### config.mk
export PLATFORM = sky130hd
export DESIGN_NAME = clock_command_coprocessor
export DESIGN_NICKNAME = d
export VERILOG_FILES = /design/src/rtl/ccc_pkg.sv /design/src/rtl/ccc_calendar.sv /design/src/rtl/ccc_stack.sv /design/src/rtl/clock_command_coprocessor.sv
export SDC_FILE = /design/constraint.sdc
export NUM_CORES = 1
export LEC_CHECK = 0
export BUFFER_PORTS_ARGS = -buffer_cell sky130_fd_sc_hd__buf_2
export CAP_MARGIN = 25
export CORE_MARGIN = 2
export CORE_UTILIZATION = 25
export CTS_CLUSTER_SIZE = 20
export DETAILED_ROUTE_END_ITERATION = 7
export PLACE_DENSITY = 0.44
export SLEW_MARGIN = 25
export SYNTH_ARGS = -nofsm -noshare
export SYNTH_HDL_FRONTEND = slang
export SYNTH_HIERARCHICAL = 1
export SYNTH_SLANG_ARGS = --single-unit
### constraint.sdc
create_clock -name clock -period 3.9 [get_ports clock]
set_clock_uncertainty 0.2 [all_clocks]
set_input_delay 0.78 -clock clock [delete_from_list [all_inputs] [get_ports clock]]
set_output_delay 0.78 -clock clock [all_outputs]
set_load 0.03 [all_outputs]
### src/rtl/ccc_pkg.sv
// ----------------------------------------------------------------------------
// ccc_pkg
// Types, command codes and constants shared by the clock command coprocessor.
// ----------------------------------------------------------------------------
package ccc_pkg;

   // Password length, which is also the size of the flop window at the
   // bottom of the stack.
   localparam int PW_LEN        = 16;
   // Stack address that the pointer command jumps to.
   localparam int CONVERTER_PTR = 32;

   // Item kinds.
   localparam logic ITEM_CMD  = 1'b0;
   localparam logic ITEM_TICK = 1'b1;

   // Operation nibble.
   localparam logic [3:0] OPC_PUSH_FROM_BASE = 4'h0;
   localparam logic [3:0] OPC_REQUEST        = 4'h5;
   localparam logic [3:0] OPC_ACTION         = 4'h6;
   localparam logic [3:0] OPC_PUSH           = 4'h7;
   localparam logic [3:0] OPC_POINTER        = 4'hC;

   // Argument of the pointer command.
   localparam logic [3:0] ARG_ADIN = 4'h3;

   // Request arguments.
   localparam logic [3:0] REQ_STATUS_A    = 4'h1;
   localparam logic [3:0] REQ_STATUS_B    = 4'h3;
   localparam logic [3:0] REQ_AUX_BATTERY = 4'h5;
   localparam logic [3:0] REQ_ANALOG      = 4'h6;
   localparam logic [3:0] REQ_MAIN_SUPPLY = 4'h7;
   localparam logic [3:0] REQ_ID          = 4'hA;
   localparam logic [3:0] REQ_STATUS      = 4'hC;
   localparam logic [3:0] REQ_INT_CAUSE   = 4'hD;
   localparam logic [3:0] REQ_MASK_READ   = 4'hE;
   localparam logic [3:0] REQ_MASK_WRITE  = 4'hF;

   // Action arguments.
   localparam logic [3:0] ACT_PW_CLEAR   = 4'h4;
   localparam logic [3:0] ACT_PW_SET     = 4'h5;
   localparam logic [3:0] ACT_TIME_READ  = 4'hC;
   localparam logic [3:0] ACT_TIME_WRITE = 4'hD;
   localparam logic [3:0] ACT_POP        = 4'hF;

   // Configuration register indexes.
   localparam int CSR_INDEX_W = 4;
   localparam logic [CSR_INDEX_W-1:0] CSR_MAIN_SUPPLY = 4'd0;
   localparam logic [CSR_INDEX_W-1:0] CSR_AUX_BATTERY = 4'd1;

   // Fixed reply values and calendar limits.
   localparam logic [7:0] LEVEL_RESET     = 8'd192;
   localparam logic [7:0] REPLY_ID        = 8'hA0;
   localparam logic [7:0] STATUS_BASE     = 8'h20;
   localparam logic [7:0] STATUS_PW_FLAG  = 8'h04;
   localparam logic [7:0] SKIP_MARK       = 8'h0F;
   localparam logic [7:0] SEC_LIMIT       = 8'h60;
   localparam logic [7:0] HOUR_LIMIT      = 8'h24;
   localparam logic [7:0] LONG_MONTH_END  = 8'h32;
   localparam logic [7:0] SHORT_MONTH_END = 8'h31;
   localparam logic [7:0] MONTH_WRAP      = 8'd13;
   localparam logic [7:0] DAY_FIRST       = 8'h01;
   localparam logic [7:0] MONTH_FIRST     = 8'd1;
   localparam logic [2:0] WEEKDAY_LAST    = 3'd6;

   typedef logic [PW_LEN-1:0][7:0] window_type;

   typedef struct packed {
      logic       op;
      logic [7:0] cmd_byte;
      logic [7:0] analog_value;
   } req_payload_type;

   typedef struct packed {
      logic       reply_valid;
      logic [7:0] reply_byte;
   } rsp_payload_type;

   typedef struct packed {
      logic [7:0] sec;
      logic [7:0] min;
      logic [7:0] hour;
      logic [7:0] day;
      logic [7:0] month;
      logic [2:0] weekday;
   } calendar_type;

   typedef struct packed {
      logic       clear_ptr;
      logic       push;
      logic [7:0] push_data;
      logic       set_adin;
      logic       snapshot;
      logic       pop;
   } stack_cmd_type;

   typedef struct packed {
      logic tick;
      logic load;
   } calendar_cmd_type;

   typedef struct packed {
      logic       wrap;
      logic [7:0] value;
   } bcd_step_type;

   // Increment a BCD pair; a units digit reaching ten carries into the tens.
   function automatic logic [7:0] bcd_digit_inc(input logic [7:0] v);
      logic [7:0] x;
      x = v + 8'd1;
      if (x[3:0] >= 4'd10) begin
         x = {x[7:4] + 4'd1, 4'h0};
      end
      return x;
   endfunction

   // Seconds and minutes step: the limit is checked only on a tens carry.
   function automatic bcd_step_type bcd_inc(input logic [7:0] v, input logic [7:0] limit);
      logic [7:0]   x;
      bcd_step_type r;
      x       = v + 8'd1;
      r.wrap  = 1'b0;
      r.value = x;
      if (x[3:0] >= 4'd10) begin
         x = {x[7:4] + 4'd1, 4'h0};
         if (x < limit) begin
            r.value = x;
         end else begin
            r.value = 8'h00;
            r.wrap  = 1'b1;
         end
      end
      return r;
   endfunction

   // Day value at which the month rolls over; zero means it never does.
   function automatic logic [7:0] month_end(input logic [7:0] month);
      logic [7:0] limit;
      limit = 8'h00;
      if (month inside {8'd1, 8'd3, 8'd5, 8'd7, 8'd8, 8'd10, 8'd12}) begin
         limit = LONG_MONTH_END;
      end else if (month inside {8'd2, 8'd4, 8'd6, 8'd9, 8'd11}) begin
         limit = SHORT_MONTH_END;
      end
      return limit;
   endfunction

endpackage

### src/rtl/ccc_calendar.sv
// ----------------------------------------------------------------------------
// ccc_calendar
// BCD calendar clock: one-second advance and load from the stack window.
// ----------------------------------------------------------------------------
module ccc_calendar (
   input  logic                       clock,
   input  logic                       reset,
   input  ccc_pkg::calendar_cmd_type  cal_cmd,
   input  ccc_pkg::window_type        stack_low,
   output ccc_pkg::calendar_type      cal
);
   import ccc_pkg::*;

   calendar_type cal_ff, cal_in;
   bcd_step_type sec_step, min_step;
   logic [7:0]   hour_next, day_next, day_limit;
   logic [2:0]   weekday_next;

   always_comb begin
      cal_in       = cal_ff;
      sec_step     = bcd_inc(cal_ff.sec, SEC_LIMIT);
      min_step     = bcd_inc(cal_ff.min, SEC_LIMIT);
      hour_next    = bcd_digit_inc(cal_ff.hour);
      day_next     = bcd_digit_inc(cal_ff.day);
      day_limit    = month_end(cal_ff.month);
      weekday_next = (cal_ff.weekday >= WEEKDAY_LAST) ? 3'd0 : cal_ff.weekday + 3'd1;

      if (cal_cmd.tick) begin
         cal_in.sec = sec_step.value;
         if (sec_step.wrap) begin
            cal_in.min = min_step.value;
            if (min_step.wrap) begin
               if (hour_next >= HOUR_LIMIT) begin
                  cal_in.hour    = 8'h00;
                  cal_in.day     = day_next;
                  cal_in.weekday = weekday_next;
                  if (day_limit != 8'h00 && day_next == day_limit) begin
                     cal_in.day   = DAY_FIRST;
                     cal_in.month = (cal_ff.month + 8'd1 == MONTH_WRAP) ?
                                    MONTH_FIRST : cal_ff.month + 8'd1;
                  end
               end else begin
                  cal_in.hour = hour_next;
               end
            end
         end
      end else if (cal_cmd.load) begin
         // A pair is loaded only when neither digit holds the skip mark.
         if (stack_low[0] != SKIP_MARK) begin
            cal_in.month = stack_low[0];
         end
         if (stack_low[1] != SKIP_MARK && stack_low[2] != SKIP_MARK) begin
            cal_in.day = {stack_low[1][3:0], stack_low[2][3:0]};
         end
         if (stack_low[3] != SKIP_MARK && stack_low[4] != SKIP_MARK) begin
            cal_in.hour = {stack_low[3][3:0], stack_low[4][3:0]};
         end
         if (stack_low[5] != SKIP_MARK && stack_low[6] != SKIP_MARK) begin
            cal_in.min = {stack_low[5][3:0], stack_low[6][3:0]};
         end
         if (stack_low[7] != SKIP_MARK && stack_low[8] != SKIP_MARK) begin
            cal_in.sec = {stack_low[7][3:0], stack_low[8][3:0]};
         end
      end
   end

   always_ff @(posedge clock) begin
      if (reset) begin
         cal_ff.sec     <= 8'h00;
         cal_ff.min     <= 8'h00;
         cal_ff.hour    <= 8'h00;
         cal_ff.day     <= DAY_FIRST;
         cal_ff.month   <= MONTH_FIRST;
         cal_ff.weekday <= 3'd0;
      end else begin
         cal_ff <= cal_in;
      end
   end

   assign cal = cal_ff;

endmodule

### src/rtl/ccc_stack.sv
// ----------------------------------------------------------------------------
// ccc_stack
// Byte stack: a flop window for the bottom entries, a memory above it,
// and the stack pointer.
// ----------------------------------------------------------------------------
module ccc_stack #(
   parameter int STACK_DEPTH = 64
) (
   input  logic                    clock,
   input  logic                    reset,
   input  ccc_pkg::stack_cmd_type  stack_cmd,
   input  ccc_pkg::calendar_type   cal,
   output ccc_pkg::window_type     stack_low,
   output logic [7:0]              top_byte
);
   import ccc_pkg::*;

   localparam int PTR_W = $clog2(STACK_DEPTH);
   localparam int LOW_W = $clog2(PW_LEN);
   localparam logic [PTR_W-1:0] LAST_PTR = PTR_W'(STACK_DEPTH - 1);
   localparam logic [PTR_W-1:0] ADIN_PTR = PTR_W'(CONVERTER_PTR % STACK_DEPTH);
   localparam logic [PTR_W-1:0] LOW_END  = PTR_W'(PW_LEN);

   logic [PTR_W-1:0]          ptr_ff, ptr_in, base, base_inc;
   window_type                low_ff, low_in;
   logic [7:0]                mem [PW_LEN:STACK_DEPTH-1];
   logic [STACK_DEPTH-1:PW_LEN] mem_vld_ff;
   logic [7:0]                rd_data_ff;
   logic                      mem_we;

   always_comb begin
      base     = stack_cmd.clear_ptr ? '0 : ptr_ff;
      base_inc = (base == LAST_PTR) ? '0 : base + 1'b1;
      ptr_in   = ptr_ff;
      low_in   = low_ff;
      mem_we   = 1'b0;
      if (stack_cmd.push) begin
         ptr_in = base_inc;
         if (base < LOW_END) begin
            low_in[base[LOW_W-1:0]] = stack_cmd.push_data;
         end else begin
            mem_we = 1'b1;
         end
      end else if (stack_cmd.set_adin) begin
         ptr_in = ADIN_PTR;
      end else if (stack_cmd.snapshot) begin
         low_in[0] = cal.month;
         low_in[1] = {4'h0, cal.day[7:4]};
         low_in[2] = {4'h0, cal.day[3:0]};
         low_in[3] = {4'h0, cal.hour[7:4]};
         low_in[4] = {4'h0, cal.hour[3:0]};
         low_in[5] = {4'h0, cal.min[7:4]};
         low_in[6] = {4'h0, cal.min[3:0]};
         low_in[7] = {4'h0, cal.sec[7:4]};
         low_in[8] = {4'h0, cal.sec[3:0]};
         ptr_in    = '0;
      end else if (stack_cmd.pop) begin
         ptr_in = (ptr_ff == LAST_PTR) ? '0 : ptr_ff + 1'b1;
      end
   end

   always_ff @(posedge clock) begin
      if (reset) begin
         ptr_ff     <= '0;
         low_ff     <= '0;
         mem_vld_ff <= '0;
      end else begin
         ptr_ff <= ptr_in;
         low_ff <= low_in;
         if (mem_we) begin
            mem_vld_ff[base] <= 1'b1;
         end
      end
   end

   // The read runs at the pointer's next value whenever that lies above the
   // flop window, so the data for the entry under the pointer is always waiting.
   // A push never writes the entry that the pointer moves to.
   always_ff @(posedge clock) begin
      if (mem_we) begin
         mem[base] <= stack_cmd.push_data;
      end
      if (ptr_in >= LOW_END) begin
         rd_data_ff <= mem[ptr_in];
      end
   end

   assign stack_low = low_ff;
   assign top_byte  = (ptr_ff < LOW_END) ? low_ff[ptr_ff[LOW_W-1:0]] :
                      (mem_vld_ff[ptr_ff] ? rd_data_ff : 8'h00);

endmodule

### src/rtl/clock_command_coprocessor.sv
// ----------------------------------------------------------------------------
// clock_command_coprocessor
// Clock coprocessor that executes command bytes and one-second ticks
// against a byte stack, a BCD calendar, a password and an interrupt mask.
// ----------------------------------------------------------------------------
//
//   Channel  Direction  Beat contents                  Accepted when
//   req_     in         op, cmd_byte, analog_value     req_valid & req_ready
//   rsp_     out        reply_valid, reply_byte        rsp_valid & rsp_ready
//   csr_     in         csr_index, csr_data            csr_valid & csr_ready
//
// A request beat is captured in the input register and executed once the
// output register is free, when its result beat is loaded into that register;
// every request beat produces exactly one result beat.
// Throughput is one beat per cycle while the result side does not stall; the
// input register takes a new beat in the same cycle the held one executes.
// Pop data comes from the flop window or the stack memory's registered read
// port, read at the next pointer value whenever that lies above the window.
// Reset is synchronous and active high; all state is usable the cycle after.
// A stalled result beat holds the held request, and the input register
// holds back req_ready once it is occupied and cannot drain.
// ----------------------------------------------------------------------------
module clock_command_coprocessor #(
   parameter int STACK_DEPTH = 64
) (
   input  logic                             clock,
   input  logic                             reset,
   input  logic                             req_valid,
   output logic                             req_ready,
   input  ccc_pkg::req_payload_type         req_data,
   output logic                             rsp_valid,
   input  logic                             rsp_ready,
   output ccc_pkg::rsp_payload_type         rsp_data,
   input  logic                             csr_valid,
   output logic                             csr_ready,
   input  logic [ccc_pkg::CSR_INDEX_W-1:0]  csr_index,
   input  logic [7:0]                       csr_data
);
   import ccc_pkg::*;

   // Input register.
   logic            in_vld_ff;
   req_payload_type in_data_ff;
   logic            exec_fire;

   // Configuration registers.
   logic [7:0] main_supply_ff, aux_battery_ff;

   // Architectural state kept at this level.
   window_type pw_ff, pw_in;
   logic [7:0] mask_ff, mask_in;
   logic [7:0] last_reply_ff, last_reply_in;
   logic       reply_flag_ff, reply_flag_in;
   logic       rsp_valid_ff;

   // Command decode.
   logic [3:0]       opcode, arg;
   stack_cmd_type    stack_cmd;
   calendar_cmd_type cal_cmd;
   calendar_type     cal;
   window_type       stack_low;
   logic [7:0]       top_byte;

   // The held command executes when the output register is empty or is
   // being emptied in this cycle.
   assign exec_fire = in_vld_ff && (!rsp_valid_ff || rsp_ready);
   assign req_ready = !in_vld_ff || exec_fire;
   assign csr_ready = 1'b1;

   assign opcode = in_data_ff.cmd_byte[7:4];
   assign arg    = in_data_ff.cmd_byte[3:0];

   always_comb begin
      stack_cmd           = '0;
      stack_cmd.push_data = {4'h0, ~arg};
      cal_cmd             = '0;
      pw_in               = pw_ff;
      mask_in             = mask_ff;
      last_reply_in       = last_reply_ff;
      reply_flag_in       = 1'b0;
      if (exec_fire) begin
         if (in_data_ff.op == ITEM_TICK) begin
            cal_cmd.tick = 1'b1;
         end else begin
            case (opcode)
               OPC_PUSH_FROM_BASE: begin
                  stack_cmd.clear_ptr = 1'b1;
                  stack_cmd.push      = 1'b1;
               end
               OPC_PUSH: begin
                  stack_cmd.push = 1'b1;
               end
               OPC_POINTER: begin
                  stack_cmd.set_adin = (arg == ARG_ADIN);
               end
               OPC_REQUEST: begin
                  // Every request replies; an unknown one repeats the last byte.
                  reply_flag_in = 1'b1;
                  case (arg)
                     REQ_STATUS_A, REQ_STATUS_B, REQ_INT_CAUSE: begin
                        last_reply_in = 8'h00;
                     end
                     REQ_AUX_BATTERY: begin
                        last_reply_in = aux_battery_ff;
                     end
                     REQ_ANALOG: begin
                        last_reply_in = in_data_ff.analog_value;
                     end
                     REQ_MAIN_SUPPLY: begin
                        last_reply_in = main_supply_ff;
                     end
                     REQ_ID: begin
                        last_reply_in = REPLY_ID;
                     end
                     REQ_STATUS: begin
                        last_reply_in = STATUS_BASE |
                                        ((pw_ff[0] != 8'h00) ? STATUS_PW_FLAG : 8'h00);
                     end
                     REQ_MASK_READ: begin
                        last_reply_in = mask_ff;
                     end
                     REQ_MASK_WRITE: begin
                        mask_in = {stack_low[0][3:0], 4'h0} + stack_low[1];
                     end
                     default: begin
                     end
                  endcase
               end
               OPC_ACTION: begin
                  case (arg)
                     ACT_PW_CLEAR: begin
                        if (pw_ff == stack_low) begin
                           pw_in[0] = 8'h00;
                        end
                     end
                     ACT_PW_SET: begin
                        pw_in = stack_low;
                     end
                     ACT_TIME_READ: begin
                        stack_cmd.snapshot = 1'b1;
                     end
                     ACT_TIME_WRITE: begin
                        cal_cmd.load = 1'b1;
                     end
                     ACT_POP: begin
                        stack_cmd.pop = 1'b1;
                        last_reply_in = top_byte;
                        reply_flag_in = 1'b1;
                     end
                     default: begin
                     end
                  endcase
               end
               default: begin
               end
            endcase
         end
      end
   end

   always_ff @(posedge clock) begin
      if (reset) begin
         in_vld_ff      <= 1'b0;
         rsp_valid_ff   <= 1'b0;
         reply_flag_ff  <= 1'b0;
         last_reply_ff  <= 8'h00;
         mask_ff        <= 8'h00;
         pw_ff          <= '0;
         main_supply_ff <= LEVEL_RESET;
         aux_battery_ff <= LEVEL_RESET;
      end else begin
         if (req_ready) begin
            in_vld_ff <= req_valid;
         end
         if (exec_fire) begin
            rsp_valid_ff  <= 1'b1;
            reply_flag_ff <= reply_flag_in;
         end else if (rsp_ready) begin
            rsp_valid_ff <= 1'b0;
         end
         last_reply_ff <= last_reply_in;
         mask_ff       <= mask_in;
         pw_ff         <= pw_in;
         if (csr_valid) begin
            case (csr_index)
               CSR_MAIN_SUPPLY: main_supply_ff <= csr_data;
               CSR_AUX_BATTERY: aux_battery_ff <= csr_data;
               default: begin
               end
            endcase
         end
      end
   end

   always_ff @(posedge clock) begin
      if (req_valid && req_ready) begin
         in_data_ff <= req_data;
      end
   end

   ccc_stack #(
      .STACK_DEPTH (STACK_DEPTH)
   ) u_stack (
      .clock     (clock),
      .reset     (reset),
      .stack_cmd (stack_cmd),
      .cal       (cal),
      .stack_low (stack_low),
      .top_byte  (top_byte)
   );

   ccc_calendar u_calendar (
      .clock     (clock),
      .reset     (reset),
      .cal_cmd   (cal_cmd),
      .stack_low (stack_low),
      .cal       (cal)
   );

   // The reply byte register always holds the last reply, which is exactly
   // what a beat without a new reply reports.
   assign rsp_valid             = rsp_valid_ff;
   assign rsp_data.reply_valid  = reply_flag_ff;
   assign rsp_data.reply_byte   = last_reply_ff;

endmodule

Word-level counts from Yosys, hierarchy flattened
Memory sizes are Yosys's and may differ from the RTL's. A register that Yosys moved wholly into a read port is not among the register bits.
Cells that the tools add are included.
Storage, ports and cells
  latch bits: 0
  flip-flop bits (word level): 413
  bits in writable memories: 192
  memories kept: 1
  ROM bits: 0
  output and inout port bits: 12
Operators by class
  $mul: 0
  bitwise gates (word level): 3
  reduce and logical (&&, ||, !) cells: 45
  $lt $le $gt $ge: 17
  eq/ne operators: 51
  add/sub/neg operators: 13
  shifts and indexed selects: 0
  multiplexer cells: 75
  div/mod/pow operators: 0
Memories
  u_stack.mem: words 48, bits a word 4, rd ports 1, clocked after Yosys merged registers in 1, wr ports 1, line ccc_stack.sv:26  | logic [7:0] mem [PW_LEN:STACK_DEPTH-1];
Operators by type and width (number)
  $mux W72: 4
  $mux W8: 18
  $bwmux W128: 1
  $eq A128 B128 Y1: 1
  $mux W40: 2
  $ne A8 B4 Y1 const B: 9
  $pmux W8 S7: 1
  $eq A8 B4 Y1 const B: 6
  $mux W6: 8
  $or A48 B48 Y48: 1
  $add A8 B1 Y8 const B: 5
  $mux W35: 1
  $bmux W8 S4: 1
  $demux W8 S4: 1
  $eq A8 B3 Y1 const B: 4
  $pmux W8 S2: 2
  $eq A4 B3 Y1 const B: 7
  $mux W27: 1
  $eq A4 B4 Y1 const B: 6
  $mux W1: 20
  $reduce_bool A2 Y1: 10
  $mux W19: 1
  $mux W9: 2
  $add A4 B1 Y4 const B: 4
  44 further kinds: 88

Logic depth before layout (Yosys ltp)
  word-level depth: 13
  gate-level depth with buffers: 19
  mapped depth without buffers: 14

Cells and area by module
The synthesis kept the hierarchy.
By module, submodules not included
  ccc_stack: area an instance 24093.1 sq um, cells each 2077, seq. area each 15414.8 sq um, instances 1
  clock_command_coprocessor: area an instance 8360.5 sq um, cells each 974, seq. area each 3773.6 sq um, instances 1
  ccc_calendar: area an instance 3846.2 sq um, cells each 492, seq. area each 860.8 sq um, instances 1

Worst setup path before layout
OpenSTA, ideal clock, no wires.
  kind: input port to flip-flop
  start: input port rsp_ready
  end: register u_stack.rd_data_ff[0] (read register of u_stack.mem), data pin
  arrival time: 3.691 ns
  path slack: -0.255 ns
  cell stages on the path: 18
  path buffers: 5
  cell sequence: nand2b_1 nand3b_1 nor3_1 clkbuf_1 nand2b_1 inv_1 ha_1 buf_2 nand3b_1 o211ai_1 and2_1 buf_4 buf_2 buf_4 mux2i_1 o22ai_1 nor4_1 nor4_1
RTL lines
  start: declaration: line clock_command_coprocessor.sv:32  | input logic rsp_ready,
  end: declaration: line ccc_stack.sv:28  | logic [7:0] rd_data_ff;

==> impl_metrics.json <==
{
  "initial_core_util": 0.252,
  "hold_viol_final": 0,
  "relSlewSlack": 0.439,
  "outcome": "finished with violations",
  "dp_hpwl_um": 87000,
  "period_needed_ns": 3.99,
  "fmax_mhz": 251,
  "root_buffer": "clkbuf_16",
  "yosysWarnings": 6,
  "syn_to_final_growth_pct": 24.5,
  "n_antenna_cell": 0,
  "worst_slack_ns": -0.0883,
  "slew_viol_final": 0,
  "grt_pass1_vias": 27300,
  "globalRouteTotalUtil": 0.166,
  "syn_area_um2": 36200,
  "grt_overflow": 0,
  "cp_max_fo": 7,
  "syn_avg_cell_area_um2": 10.3,
  "final_nets": 3985,
  "min_path_type": "in2reg",
  "io_pins": 46,
  "cp.required_ns": 4.20,
  "critPathArrivalTime_ns": 4.29,
  "core_area_um2": 144000,
  "power_density_nw_per_um2": 396,
  "grt_pass1_wl_um": 185000,
  "grt_max_degree": 121,
  "routed_wl_um": 125000,
  "cts_buffers": 86,
  "drive_above_1_share": 0.175,
  "multiInputGateArea_um2": 16400,
  "rsz0062_at_grt": "yes",
  "cts_sinks": 794,
  "peakVddDrop_uv": 276,
  "setup_violations": 6,
  "final_core_util": 0.313,
  "fin_crit_sh": 1.02,
  "drcViolationCount": 0,
  "htree_levels": 3,
  "antenna_found_initial": 0,
  "final_area_um2": 45000,
  "gp_congestion": 0.884,
  "cap_violations": 0,
  "die_h_um": 384,
  "ant_nets": 0,
  "std_cell_rows": 139,
  "path_clk_slew_ns": 0.07,
  "regArea_um2": 20000,
  "vias": 28200,
  "viasPerCell": 4.78,
  "worstMarginPinSlew_ns": 0.835,
  "synth_cells": 3526,
  "cts_tree": "done",
  "io_buffers": 44,
  "p_leak_nw": 15.5,
  "start_kind": "register",
  "nFillCells": 14900,
  "die_width_um": 384,
  "dieArea_um2": 148000,
  "fin_hold_ws_ns": 0.0624,
  "crit_type": "reg2reg",
  "dpl_cell_area_um2": 40800,
  "first_iter_violations": 2183,
  "violations": "setup timing",
  "drt-wirelength-per-cell_um": 21.2,
  "firstDrtPassIters": 6,
  "end_kind": "register",
  "cts_max_path_buffers": 3,
  "worstSkewPairLatency_ns": 0.69
}
## registers in the layout (all words and copies together) (netlist names), 4 cells and up
register and flops:
arg 4, aux_battery_ff 8, u_stack/ptr_ff 6, u_calendar/cal 40, main_supply_ff 8, mask_ff 8, u_stack/stack_low 128, in_data_ff 13
pw_ff 128, u_stack/mem 384, u_stack/mem_vld_ff 48, last_reply_ff 8, u_stack/rd_data_ff 8
## path summary, 6_finish.rpt
check                 start                     to  slack, ns  cells past startpoint
min reg2reg       pw_ff[44]              pw_ff[44]       0.27                      2
min            req_data[16]         in_data_ff[16]       0.06                      1
max          in_data_ff[12]  u_stack/rd_data_ff[6]      -0.09                     15
max reg2reg  in_data_ff[12]  u_stack/rd_data_ff[6]      -0.09                     15
## cells in the final DEF (no fill, tap or decap), types with 12 or more instances in the layout
master and n:
nand4_1 49, nand3_1 128, conb_1 197, or4_1 14, mux2i_1 70, o22ai_1 51, o21ai_0 39, a22oi_1 37
a31oi_1 29, nor4_1 21, nor2_1 321, a311oi_1 13, nor2b_1 19, mux4_2 49, xnor2_1 150, clkbuf_16 91
o21ba_2 12, buf_2 43, buf_6 14, a22o_1 24, buf_4 248, nor4_2 14, a21oi_1 241, dfxtp_1 382
inv_1 47, a211oi_1 81, edfxtp_1 409, nor3_1 23, and3_1 49, xor2_1 15, nand2_1 683, ha_1 24
clkbuf_1 29, nand2b_1 19, buf_12 32
## per-stage QoR
step / std cells / setup slack (ns) / setup TNS [ns] / total power [mW]
6_report: 5901 / -0.0883 / -0.286 / 17.8
5_1_grt: 5901 / -0.130 / -0.907 / 18.4
4_1_cts: 5880 / 0.000458 / 0 / 18.0
3_5_place_dp: 5698 / -0.836 / -5.47 / 9.52
3_3_place_gp: 5698 / -0.824 / -5.17 / 9.52
2_1_floorplan: 3721 / 0.0230 / 0 / 9.29
## per-layer routing
| metal | share of wire | wire length, µm | vias up | track usage |
|---|---|---|---|---|
| met5 | 0 | 0 | - | 0 |
| met3 | 0.052 | 6540 | 181 | 0.0235 |
| met4 | 0.031 | 3910 | 0 | 0.0464 |
| met2 | 0.46 | 57600 | 809 | 0.267 |
| met1 | 0.46 | 57300 | 13900 | 0.232 |
| li1 | - | - | 13400 | - |
## cell type report
class                           count  area share
Multi-Input combinational cell   2640       0.363
Inverter                           51     0.00425
Sequential cell                   794       0.444
Timing Repair Buffer              352      0.0710
Clock buffer                      124      0.0533
Clock inverter                     37      0.0107
Tap cell                         1903      0.0529
## critical path: stages (launching register included)
cell and delay (ns):
edfxtp_1 0.46, and4bb_2 0.38, nand4b_4 0.14, nor3_4 0.29, buf_6 0.15, mux2_4 0.32
o211ai_4 0.10, buf_12 0.17, and2_4 0.23, buf_4 0.14, buf_8 0.10, buf_12 0.10
nand2_1 0.07, a311o_1 0.36, a31o_4 0.26, a2111oi_4 0.33
## power by group
group	internal (mW)	switching (mW)	leakage [nW]
registers	8.79	0.0403	6.79
clock network	4.90	3.54	1.39
logic	0.157	0.379	7.32
total	13.9	3.96	15.5
## timing repair
item                                    CTS  global route
buffers inserted                         18            18
resized for setup                        73            92
endpoints found under the setup margin    8            25
hold buffers                              0             0
pin swaps                                25            26
cloned                                    3             3
(Power assumes the default switching activity.)
